$ cat config.mk
export PLATFORM = sky130hd
export DESIGN_NAME = flow_shop_completion_update_top_flat
export DESIGN_NICKNAME = d
export VERILOG_FILES = /design/src/fsc_pkg.sv /design/src/fsc_if.sv /design/src/fsc_datapath.sv /design/src/fsc_ctrl.sv /design/src/flow_shop_completion_update_top.sv /design/src/flat_wrapper.sv
export VERILOG_INCLUDE_DIRS = /design/src /design/src/src
export SDC_FILE = /design/constraint.sdc
export NUM_CORES = 1
export LEC_CHECK = 0
export BUFFER_PORTS_ARGS = -buffer_cell sky130_fd_sc_hd__buf_4
export CAP_MARGIN = 20
export CORE_ASPECT_RATIO = 1.2
export CORE_MARGIN = 8
export CORE_UTILIZATION = 65
export DETAILED_ROUTE_END_ITERATION = 12
export GPL_ROUTABILITY_DRIVEN = 0
export HOLD_SLACK_MARGIN = 0.12
export PLACE_DENSITY = 0.84
export SYNTH_ARGS = -nofsm -noshare
export SYNTH_HDL_FRONTEND = slang
export SYNTH_SLANG_ARGS = --single-unit
$ cat constraint.sdc
create_clock -name clk -period 15.15 [get_ports clk]
set_clock_uncertainty 0.05 [all_clocks]
set_input_delay 0 -clock clk [delete_from_list [all_inputs] [get_ports clk]]
set_output_delay 0 -clock clk [all_outputs]
set_load 0.01 [all_outputs]
$ cat src/flow_shop_completion_update_top_assert.svh
// ---------------------------------------------------------------------------
// flow shop completion update - assertion macros
// clocked on clk, disabled while rst_n is low
// ---------------------------------------------------------------------------
`ifndef FLOW_SHOP_COMPLETION_UPDATE_TOP_ASSERT_SVH
`define FLOW_SHOP_COMPLETION_UPDATE_TOP_ASSERT_SVH

// same-cycle implication
`define FSC_ASSERT_NOW(label, ante, cons, msg) \
    label: assert property (@(posedge clk) disable iff (!rst_n) (ante) |-> (cons)) \
        else $error(msg);

// next-cycle implication
`define FSC_ASSERT_NEXT(label, ante, cons, msg) \
    label: assert property (@(posedge clk) disable iff (!rst_n) (ante) |=> (cons)) \
        else $error(msg);

`endif

$ cat src/fsc_pkg.sv
// ---------------------------------------------------------------------------
// fsc_pkg
// shared widths, codes, command/status types and helpers
// ---------------------------------------------------------------------------
package fsc_pkg;

    localparam int MACHINES_DEF = 8;
    localparam int MACH_W       = 3;
    localparam int PROC_W       = 16;
    localparam int TIME_W       = 32;
    localparam int MASK_W       = 64;

    localparam logic KIND_BOTTOM = 1'b0;
    localparam logic KIND_TOP    = 1'b1;

    typedef struct packed {
        logic              load_item;
        logic              rd_scan;
        logic [MACH_W-1:0] rd_addr;
        logic              rd_own;
        logic              wr_back;
        logic              ld_out;
    } fsc_cmd_t;

    typedef struct packed {
        logic bad_machine;
        logic out_free;
    } fsc_status_t;

    function automatic logic [TIME_W-1:0] sat_add(input logic [TIME_W-1:0] a,
                                                  input logic [TIME_W-1:0] b);
        logic [TIME_W:0] s;
        s = {1'b0, a} + {1'b0, b};
        return s[TIME_W] ? {TIME_W{1'b1}} : s[TIME_W-1:0];
    endfunction

endpackage

$ cat src/fsc_if.sv
// ---------------------------------------------------------------------------
// fsc channel interfaces
// operation word in, result word out, precedence mask write
// ---------------------------------------------------------------------------
interface fsc_item_if
    import fsc_pkg::*;
    ();
    logic              valid;
    logic              ready;
    logic              kind;
    logic [MACH_W-1:0] machine;
    logic [PROC_W-1:0] proc_time;
    logic [TIME_W-1:0] boundary_time;

    modport source (output valid, kind, machine, proc_time, boundary_time, input ready);
    modport sink   (input valid, kind, machine, proc_time, boundary_time, output ready);
endinterface

interface fsc_result_if
    import fsc_pkg::*;
    ();
    logic              valid;
    logic              ready;
    logic [MACH_W-1:0] machine_out;
    logic [TIME_W-1:0] completion;
    logic [TIME_W-1:0] load_total;

    modport source (output valid, machine_out, completion, load_total, input ready);
    modport sink   (input valid, machine_out, completion, load_total, output ready);
endinterface

interface fsc_cfg_if
    import fsc_pkg::*;
    ();
    logic              valid;
    logic              ready;
    logic [MASK_W-1:0] pred_mask;

    modport source (output valid, pred_mask, input ready);
    modport sink   (input valid, pred_mask, output ready);
endinterface

$ cat src/fsc_datapath.sv
// ---------------------------------------------------------------------------
// fsc_datapath
// item latch, state memories, neighbour maximum, saturating update, output word
// ---------------------------------------------------------------------------
module fsc_datapath
    import fsc_pkg::*;
#(
    parameter int MACHINES = MACHINES_DEF
)
(
    input  logic              clk,
    input  logic              rst_n,
    input  fsc_cmd_t          cmd,
    output fsc_status_t       status,
    input  logic              kind,
    input  logic [MACH_W-1:0] machine,
    input  logic [PROC_W-1:0] proc_time,
    input  logic [TIME_W-1:0] boundary_time,
    input  logic              cfg_valid,
    input  logic [MASK_W-1:0] pred_mask,
    output logic              out_valid,
    input  logic              out_ready,
    output logic [MACH_W-1:0] machine_out,
    output logic [TIME_W-1:0] completion,
    output logic [TIME_W-1:0] load_total
);

    localparam int IDX_W = (MACHINES > 1) ? $clog2(MACHINES) : 1;

    logic              kind_reg;
    logic [MACH_W-1:0] mach_reg;
    logic [PROC_W-1:0] pt_reg;
    logic [TIME_W-1:0] bt_reg;
    logic [MASK_W-1:0] mask_reg;

    logic [TIME_W-1:0] ct_mem [MACHINES];
    logic [TIME_W-1:0] lt_mem [MACHINES];
    logic [MACHINES-1:0] vld_reg;

    logic [TIME_W-1:0] rd_ct_reg;
    logic [TIME_W-1:0] rd_lt_reg;
    logic              hit_reg;
    logic              scan_vld_reg;
    logic              any_reg;
    logic [TIME_W-1:0] nb_reg;
    logic [TIME_W-1:0] res_ct_reg;
    logic [TIME_W-1:0] res_lt_reg;

    logic              out_valid_reg;
    logic [MACH_W-1:0] out_mach_reg;
    logic [TIME_W-1:0] out_ct_reg;
    logic [TIME_W-1:0] out_lt_reg;

    logic [IDX_W-1:0]  rd_idx;
    logic [IDX_W-1:0]  own_idx;
    logic [5:0]        edge_idx;
    logic              bad;
    logic [TIME_W-1:0] nb_eff;
    logic [TIME_W-1:0] base;
    logic [TIME_W-1:0] ct_next;
    logic [TIME_W-1:0] lt_next;

    assign own_idx = mach_reg[IDX_W-1:0];
    assign rd_idx  = cmd.rd_own ? own_idx : cmd.rd_addr[IDX_W-1:0];
    assign bad     = ({1'b0, mach_reg} >= (MACH_W+1)'(MACHINES));

    // bit to*8+from of the mask
    assign edge_idx = (kind_reg == KIND_TOP) ? {cmd.rd_addr, mach_reg}
                                             : {mach_reg, cmd.rd_addr};

    assign nb_eff  = any_reg ? nb_reg : bt_reg;
    assign base    = (rd_ct_reg > nb_eff) ? rd_ct_reg : nb_eff;
    assign ct_next = sat_add(base, {{(TIME_W-PROC_W){1'b0}}, pt_reg});
    assign lt_next = sat_add(rd_lt_reg, {{(TIME_W-PROC_W){1'b0}}, pt_reg});

    assign status.bad_machine = bad;
    assign status.out_free    = !out_valid_reg || out_ready;

    // item payload
    always_ff @(posedge clk)
    begin
        if (cmd.load_item)
        begin
            kind_reg <= kind;
            mach_reg <= machine;
            pt_reg   <= proc_time;
            bt_reg   <= boundary_time;
        end
    end

    // precedence mask
    always_ff @(posedge clk or negedge rst_n)
    begin
        if (!rst_n)
            mask_reg <= '0;
        else if (cfg_valid)
            mask_reg <= pred_mask;
    end

    // state memories, registered read, unwritten entries read as zero
    always_ff @(posedge clk)
    begin
        if (cmd.rd_scan || cmd.rd_own)
        begin
            rd_ct_reg <= vld_reg[rd_idx] ? ct_mem[rd_idx] : '0;
            rd_lt_reg <= vld_reg[rd_idx] ? lt_mem[rd_idx] : '0;
        end
        if (cmd.wr_back)
        begin
            ct_mem[own_idx] <= ct_next;
            lt_mem[own_idx] <= lt_next;
        end
    end

    always_ff @(posedge clk or negedge rst_n)
    begin
        if (!rst_n)
            vld_reg <= '0;
        else if (cmd.wr_back)
            vld_reg[own_idx] <= 1'b1;
    end

    // neighbour scan
    always_ff @(posedge clk or negedge rst_n)
    begin
        if (!rst_n)
        begin
            scan_vld_reg <= 1'b0;
            any_reg      <= 1'b0;
        end
        else
        begin
            scan_vld_reg <= cmd.rd_scan;
            if (cmd.load_item)
                any_reg <= 1'b0;
            else if (scan_vld_reg && hit_reg)
                any_reg <= 1'b1;
        end
    end

    always_ff @(posedge clk)
    begin
        if (cmd.rd_scan)
            hit_reg <= mask_reg[edge_idx];
        if (cmd.load_item)
            nb_reg <= '0;
        else if (scan_vld_reg && hit_reg && (rd_ct_reg > nb_reg))
            nb_reg <= rd_ct_reg;
        if (cmd.wr_back)
        begin
            res_ct_reg <= ct_next;
            res_lt_reg <= lt_next;
        end
    end

    // output word
    always_ff @(posedge clk or negedge rst_n)
    begin
        if (!rst_n)
            out_valid_reg <= 1'b0;
        else if (cmd.ld_out)
            out_valid_reg <= 1'b1;
        else if (out_ready)
            out_valid_reg <= 1'b0;
    end

    always_ff @(posedge clk)
    begin
        if (cmd.ld_out)
        begin
            out_mach_reg <= mach_reg;
            out_ct_reg   <= bad ? '0 : res_ct_reg;
            out_lt_reg   <= bad ? '0 : res_lt_reg;
        end
    end

    assign out_valid   = out_valid_reg;
    assign machine_out = out_mach_reg;
    assign completion  = out_ct_reg;
    assign load_total  = out_lt_reg;

`include "flow_shop_completion_update_top_assert.svh"

    // completion never falls behind the accumulated load
    `FSC_ASSERT_NOW(a_ct_ge_lt, out_valid_reg, out_ct_reg >= out_lt_reg, "completion below load")

endmodule

$ cat src/fsc_ctrl.sv
// ---------------------------------------------------------------------------
// fsc_ctrl
// sequencer: accept, neighbour scan, own read, write back, result hand-off
// ---------------------------------------------------------------------------
module fsc_ctrl
    import fsc_pkg::*;
#(
    parameter int MACHINES = MACHINES_DEF
)
(
    input  logic        clk,
    input  logic        rst_n,
    input  logic        item_valid,
    output logic        item_ready,
    input  fsc_status_t status,
    output fsc_cmd_t    cmd
);

    localparam int IDX_W = (MACHINES > 1) ? $clog2(MACHINES) : 1;
    localparam logic [IDX_W-1:0] LAST_IDX = IDX_W'(MACHINES - 1);

    typedef enum logic [2:0] {
        S_IDLE,
        S_SCAN,
        S_OWN,
        S_CALC,
        S_PUT
    } state_t;

    state_t           state_reg;
    state_t           state_next;
    logic [IDX_W-1:0] j_reg;
    logic [IDX_W-1:0] j_next;

    always_comb
    begin
        state_next = state_reg;
        j_next     = j_reg;
        cmd        = '0;
        cmd.rd_addr = MACH_W'(j_reg);
        unique case (state_reg)
            S_IDLE:
            begin
                cmd.load_item = item_valid;
                j_next        = '0;
                if (item_valid)
                    state_next = S_SCAN;
            end
            S_SCAN:
            begin
                if (status.bad_machine)
                    state_next = S_PUT;
                else
                begin
                    cmd.rd_scan = 1'b1;
                    if (j_reg == LAST_IDX)
                        state_next = S_OWN;
                    else
                        j_next = j_reg + 1'b1;
                end
            end
            S_OWN:
            begin
                cmd.rd_own = 1'b1;
                state_next = S_CALC;
            end
            S_CALC:
            begin
                cmd.wr_back = 1'b1;
                state_next  = S_PUT;
            end
            S_PUT:
            begin
                cmd.ld_out = status.out_free;
                if (status.out_free)
                    state_next = S_IDLE;
            end
            default:
                state_next = S_IDLE;
        endcase
    end

    always_ff @(posedge clk or negedge rst_n)
    begin
        if (!rst_n)
        begin
            state_reg <= S_IDLE;
            j_reg     <= '0;
        end
        else
        begin
            state_reg <= state_next;
            j_reg     <= j_next;
        end
    end

    assign item_ready = (state_reg == S_IDLE);

`include "flow_shop_completion_update_top_assert.svh"

    `FSC_ASSERT_NEXT(a_accept_busy, item_valid && item_ready, state_reg == S_SCAN, "accept lost")
    `FSC_ASSERT_NOW(a_scan_range, state_reg == S_SCAN, j_reg <= LAST_IDX, "scan index past end")
    `FSC_ASSERT_NEXT(a_put_done, state_reg == S_PUT && status.out_free, state_reg == S_IDLE,
        "result not handed off")

endmodule

$ cat src/flow_shop_completion_update_top.sv
// ---------------------------------------------------------------------------
// flow_shop_completion_update_top
// per-machine completion time and load update for a partial flow-shop sequence
// ---------------------------------------------------------------------------
// An operation word is not followed by another until it has run every step: the
// completion times of all machines are read one per cycle through the single
// read port of the state memory to form the neighbour maximum, then the
// machine's own entry is read, updated and written back, and the result is
// handed to the output register once that is free. A word for a machine index
// at or above MACHINES skips the scan and returns zeros. The result sits in an
// output register, so the next word is taken while the result waits; the
// precedence mask write is always ready and is registered.
module flow_shop_completion_update_top
    import fsc_pkg::*;
#(
    parameter int MACHINES = MACHINES_DEF
)
(
    input  logic  clk,
    input  logic  rst_n,
    fsc_item_if.sink     item,
    fsc_result_if.source result,
    fsc_cfg_if.sink      cfg
);

    fsc_cmd_t    cmd;
    fsc_status_t status;
    logic        ctl_ready;

    fsc_ctrl #(
        .MACHINES (MACHINES)
    ) u_ctrl (
        .clk        (clk),
        .rst_n      (rst_n),
        .item_valid (item.valid),
        .item_ready (ctl_ready),
        .status     (status),
        .cmd        (cmd)
    );

    fsc_datapath #(
        .MACHINES (MACHINES)
    ) u_datapath (
        .clk           (clk),
        .rst_n         (rst_n),
        .cmd           (cmd),
        .status        (status),
        .kind          (item.kind),
        .machine       (item.machine),
        .proc_time     (item.proc_time),
        .boundary_time (item.boundary_time),
        .cfg_valid     (cfg.valid),
        .pred_mask     (cfg.pred_mask),
        .out_valid     (result.valid),
        .out_ready     (result.ready),
        .machine_out   (result.machine_out),
        .completion    (result.completion),
        .load_total    (result.load_total)
    );

    assign item.ready = ctl_ready;
    assign cfg.ready  = 1'b1;

endmodule
$ cat src/flat_wrapper.sv
// flat-port wrapper written by rule: the top's interface ports become plain ports
module flow_shop_completion_update_top_flat import fsc_pkg::*;
#(
    parameter int MACHINES = MACHINES_DEF
)
  (clk, rst_n, item_valid, item_kind, item_machine, item_proc_time, item_boundary_time, item_ready, result_valid, result_machine_out, result_completion, result_load_total, result_ready, cfg_valid, cfg_pred_mask, cfg_ready);
  fsc_item_if item_i ();
  fsc_result_if result_i ();
  fsc_cfg_if cfg_i ();
  input  logic clk;
  input  logic rst_n;
  input wire logic [$bits(item_i.valid)-1:0] item_valid;
  input wire logic [$bits(item_i.kind)-1:0] item_kind;
  input wire logic [$bits(item_i.machine)-1:0] item_machine;
  input wire logic [$bits(item_i.proc_time)-1:0] item_proc_time;
  input wire logic [$bits(item_i.boundary_time)-1:0] item_boundary_time;
  output wire logic [$bits(item_i.ready)-1:0] item_ready;
  output wire logic [$bits(result_i.valid)-1:0] result_valid;
  output wire logic [$bits(result_i.machine_out)-1:0] result_machine_out;
  output wire logic [$bits(result_i.completion)-1:0] result_completion;
  output wire logic [$bits(result_i.load_total)-1:0] result_load_total;
  input wire logic [$bits(result_i.ready)-1:0] result_ready;
  input wire logic [$bits(cfg_i.valid)-1:0] cfg_valid;
  input wire logic [$bits(cfg_i.pred_mask)-1:0] cfg_pred_mask;
  output wire logic [$bits(cfg_i.ready)-1:0] cfg_ready;
  assign item_i.valid = item_valid;
  assign item_i.kind = item_kind;
  assign item_i.machine = item_machine;
  assign item_i.proc_time = item_proc_time;
  assign item_i.boundary_time = item_boundary_time;
  assign item_ready = item_i.ready;
  assign result_valid = result_i.valid;
  assign result_machine_out = result_i.machine_out;
  assign result_completion = result_i.completion;
  assign result_load_total = result_i.load_total;
  assign result_i.ready = result_ready;
  assign cfg_i.valid = cfg_valid;
  assign cfg_i.pred_mask = cfg_pred_mask;
  assign cfg_ready = cfg_i.ready;
  flow_shop_completion_update_top #(.MACHINES(MACHINES)) u_core (.clk(clk), .rst_n(rst_n), .item(item_i), .result(result_i), .cfg(cfg_i));
endmodule
==> results.json <==
{
  "powerDensity_mw_per_mm2": 228.3,
  "fmaxAchievable_mhz": 122.6,
  "drive_above_1_share_pct": 14.67,
  "timing.rr.start": "u_core.u_datapath.any_reg",
  "max-slew-margin-rel_pct": 22.62,
  "period_needed_ns": 8.154,
  "ctsHtreeMaxLevel": 3,
  "stdcell_area_mm2": 0.04526,
  "min_period_over_period_pct": 53.82,
  "yosysUniqueCellTypes": 87,
  "areaGrowthSynthToFinish_pct": 21.35,
  "asyncSetResetFlopFracSynth_pct": 9.278,
  "synth-seq-cells": 873,
  "core.rowCount": 96,
  "clk-insertion-delay-late_ns": 0.66,
  "tritoncts_num_sinks": 873,
  "cts.clk_slew.worst_paths_ns": 0.07,
  "fin_max_slew_vios": 0,
  "routed_wl_um": 112700,
  "cts_root_buffer": "clkbuf_16",
  "grt_pass1_vias": 27910,
  "synthesis.nets": 3054,
  "numCtsBuffers": 81,
  "worstSetupStartpointType": "flip-flop",
  "p_leak_nw": 17.16,
  "grt_first_pass_wirelength_um": 167100,
  "gr_util_met1_pct": 38.79,
  "timing.critical_path.arrival_ns": 8.37,
  "synth-main-ff-cell": "edfxtp_1",
  "tritoncts_clock_tree": "yes",
  "drt_pre_antenna_iters": 6,
  "crit_chain": "mux2i_1 -> ha_1 -> nand4_1 -> nor4_1 -> nand3_2 -> a21boi_1 -> a31oi_4 -> buf_4 -> nand2_1 -> o21ai_0 -> ha_1 -> inv_1 -> fa_1 -> and2b_1 -> o31a_1 -> o41a_1 -> o2111ai_1 -> and2_1 -> nor4_1 -> nor2_1 -> o31ai_1",
  "globalRoute.busiestLayer": "met2",
  "track_usage_pct": 33.60,
  "crit_type": "reg -> reg",
  "floorplan.initialDensity_pct": 65.51,
  "met2_usage_pct": 55.90,
  "grt_max_degree": 205,
  "timing.critical_path.to_type": "flip-flop",
  "report.final.hold_viol_count": 0,
  "io_buffers": 189,
  "first_iter_violations": 3828,
  "outcome": "finished clean",
  "design.portCount": 191,
  "core_mm2": 0.05693,
  "post_cts_buffers": 0,
  "finalNetCount": 3511,
  "vias_per_cell": 6.644,
  "required_ns": 15.37,
  "number_of_antenna_violations_at_the_first_check_in_global_routing": 10,
  "hold_path_startpoint": "result_ready",
  "grt_setup_unrepaired": "no",
  "post-dp-hpwl_um": 52210,
  "cts-root-to-sink-buffers": 3,
  "dr_drc_count": 0,
  "seq_area_frac_synth_pct": 68.34,
  "worst_path_max_delay_cell": "dfrtp_2",
  "route.vias.total": 27210,
  "peakVddDrop_mv": 0.2274,
  "final_antenna_net_count": 0,
  "worstPathMaxFanout": 39,
  "grt_remaining_overflow": 0,
  "fp.dieH_um": 278.4,
  "average_wire_per_standard_cell_um": 27.53,
  "timing_worst_slew_pin_value_ns": 1.128,
  "synth-edff-count": 760,
  "use_met3_pct": 8.421,
  "post_synth_inst_count": 2832,
  "finalSetupViolCount": 0,
  "fin_setup_tns_ns": 0,
  "timing.max_cap.violations": 0,
  "cp_slowest_stage_delay_ns": 1.02,
  "fp.dieW_um": 234.7,
  "setup.worst_path.start": "u_core.u_datapath.any_reg",
  "holdCritPathClass": "in -> reg",
  "syn-mean-instance-area_um2": 13.17,
  "die_area_mm2": 0.06534,
  "placed_cell_area_mm2": 0.03939,
  "yosys_warnings": 0,
  "nFillCells": 2830,
  "syn-cell-area_mm2": 0.03730
}
## worst paths after layout
kind	to	cells after the start	slack (ns)
setup / recovery	u_core.u_datapath.ct_mem[0][30]	21	7.00
hold reg to reg	u_core.u_datapath.load_total[24]	0	0.35
min in group asynchronous	u_core.u_datapath.mask_reg[51]	4	0.53
setup reg to reg	u_core.u_datapath.ct_mem[0][30]	21	7.00
hold / removal	u_core.u_datapath.out_valid	4	0.23
max in group asynchronous	u_core.u_datapath.any_reg	4	14.12
## stage by stage
stage | cells | hold WS [ns] | power [mW] | worst slack (ns) | utilization (%)
after floorplan | 2832 | -0.3456 | 6.643 | 7.505 | -
final | 4096 | 0.2306 | 10.33 | 6.996 | 79.50
after global routing | 4093 | 0.2530 | 10.73 | 6.649 | 79.49
after CTS | 4085 | 0.1955 | 9.994 | 7.220 | 79.36
after detailed placement | 3639 | 0.1296 | 7.780 | 7.297 | 69.19
after global placement | 3639 | 0.1292 | 7.521 | 7.607 | 69.19
## layout by cell type, fill, tap and decap left out, types with 32 or more instances in the layout
| cell type | count |
|---|---|
| a311oi_1 | 66 |
| nand3_1 | 154 |
| ha_1 | 99 |
| buf_4 | 216 |
| dfrtp_1 | 80 |
| dfxtp_1 | 32 |
| a21oi_1 | 68 |
| nor2_1 | 154 |
| a31oi_1 | 72 |
| mux2_2 | 71 |
| inv_1 | 48 |
| edfxtp_1 | 760 |
| clkbuf_16 | 86 |
| mux2i_1 | 73 |
| xnor2_1 | 35 |
| and3_1 | 73 |
| nand2_1 | 612 |
| dlygate4sd3_1 | 297 |
## layout make-up
cell class,count,area [um^2],share of cell area [%]
Clock buffer,104,2253,4.979
Multi-Input combinational cell,1765,11150,24.64
Tap cell,735,919.6,2.032
Inverter,49,186.4,0.4119
Timing Repair Buffer,519,4702,10.39
Sequential cell,873,25490,56.32
Clock inverter,44,538.0,1.189
Antenna cell,7,17.52,0.03870
## cells by family (layout without fill, tap and decap cells)
group	count (synthesis)	after routing	share of synthesized area [%]
adder cells (fa/ha/maj)	101	101	3.428
AND/OR/NAND/NOR	1111	1111	13.09
multiplexers	168	168	5.304
XOR/XNOR	52	52	1.221
other	1	8	0.01005
flip-flops	873	873	68.34
buffers and inverters	194	716	2.217
AO/OA/AOI/OAI	332	332	6.394
## cell usage after synthesis (7+ instances only)
cell type    n  area (um^2)
clkbuf_1    91        341.6
nand2_1    612         2297
or2_2       12        75.07
inv_1       48        180.2
a31oi_1     73        456.7
nor2b_1     18        112.6
dfrtp_1     81         2027
xor2_1      17        148.9
xnor2_1     35        306.5
buf_2       41        205.2
a311oi_1    66        578.1
o21a_1      11        82.58
mux2i_1     77        770.7
nor2_1     160        600.6
nor3_1      16        80.08
a211oi_1    11        82.58
a21o_1      15        112.6
a21oi_1     69        345.3
mux4_2      16        360.4
edfxtp_1   760        22820
nand2b_1    14        87.58
nand3_1    154        770.7
nand4_1     13        81.33
and3_1      74        462.9
o21ai_0     29        145.1
mux2_2      73        822.0
ha_1        99         1239
dfxtp_1     32        640.6
o211ai_2     7        87.58
## worst max-delay path: cells and delay by family, from the launching register on
family                     cells  cell delay [ns]
adders and majority gates      3             0.96
buffers and inverters          2             0.51
muxes                          1             0.26
AOI/OAI and AO/OA              7             2.52
and+or+nand+nor                8             2.41
DFF                            1             1.02
## report_power, final
part           switching [mW]  internal [mW]
combinational            2.85           1.30
sequential              0.274           3.73
clock                   0.924           1.26
## timing repair
action | in CTS | in global routing
hold buffers | 298 | 0
resized for setup | 0 | 0
hold endpoints to repair | 228 | 0
endpoints found under the setup margin | 0 | 0
## metal layers
| layer | part of all wire [%] | vias up | wire length (um) |
|---|---|---|---|
| met5 | 0.026 | - | 29 |
| met4 | 7.5 | 4 | 8445 |
| met3 | 11 | 633 | 12900 |
| met2 | 49 | 2251 | 54800 |
| met1 | 32 | 12980 | 36570 |
| li1 | - | 11340 | - |
No activity file was read; power rests on OpenSTA's default activity.
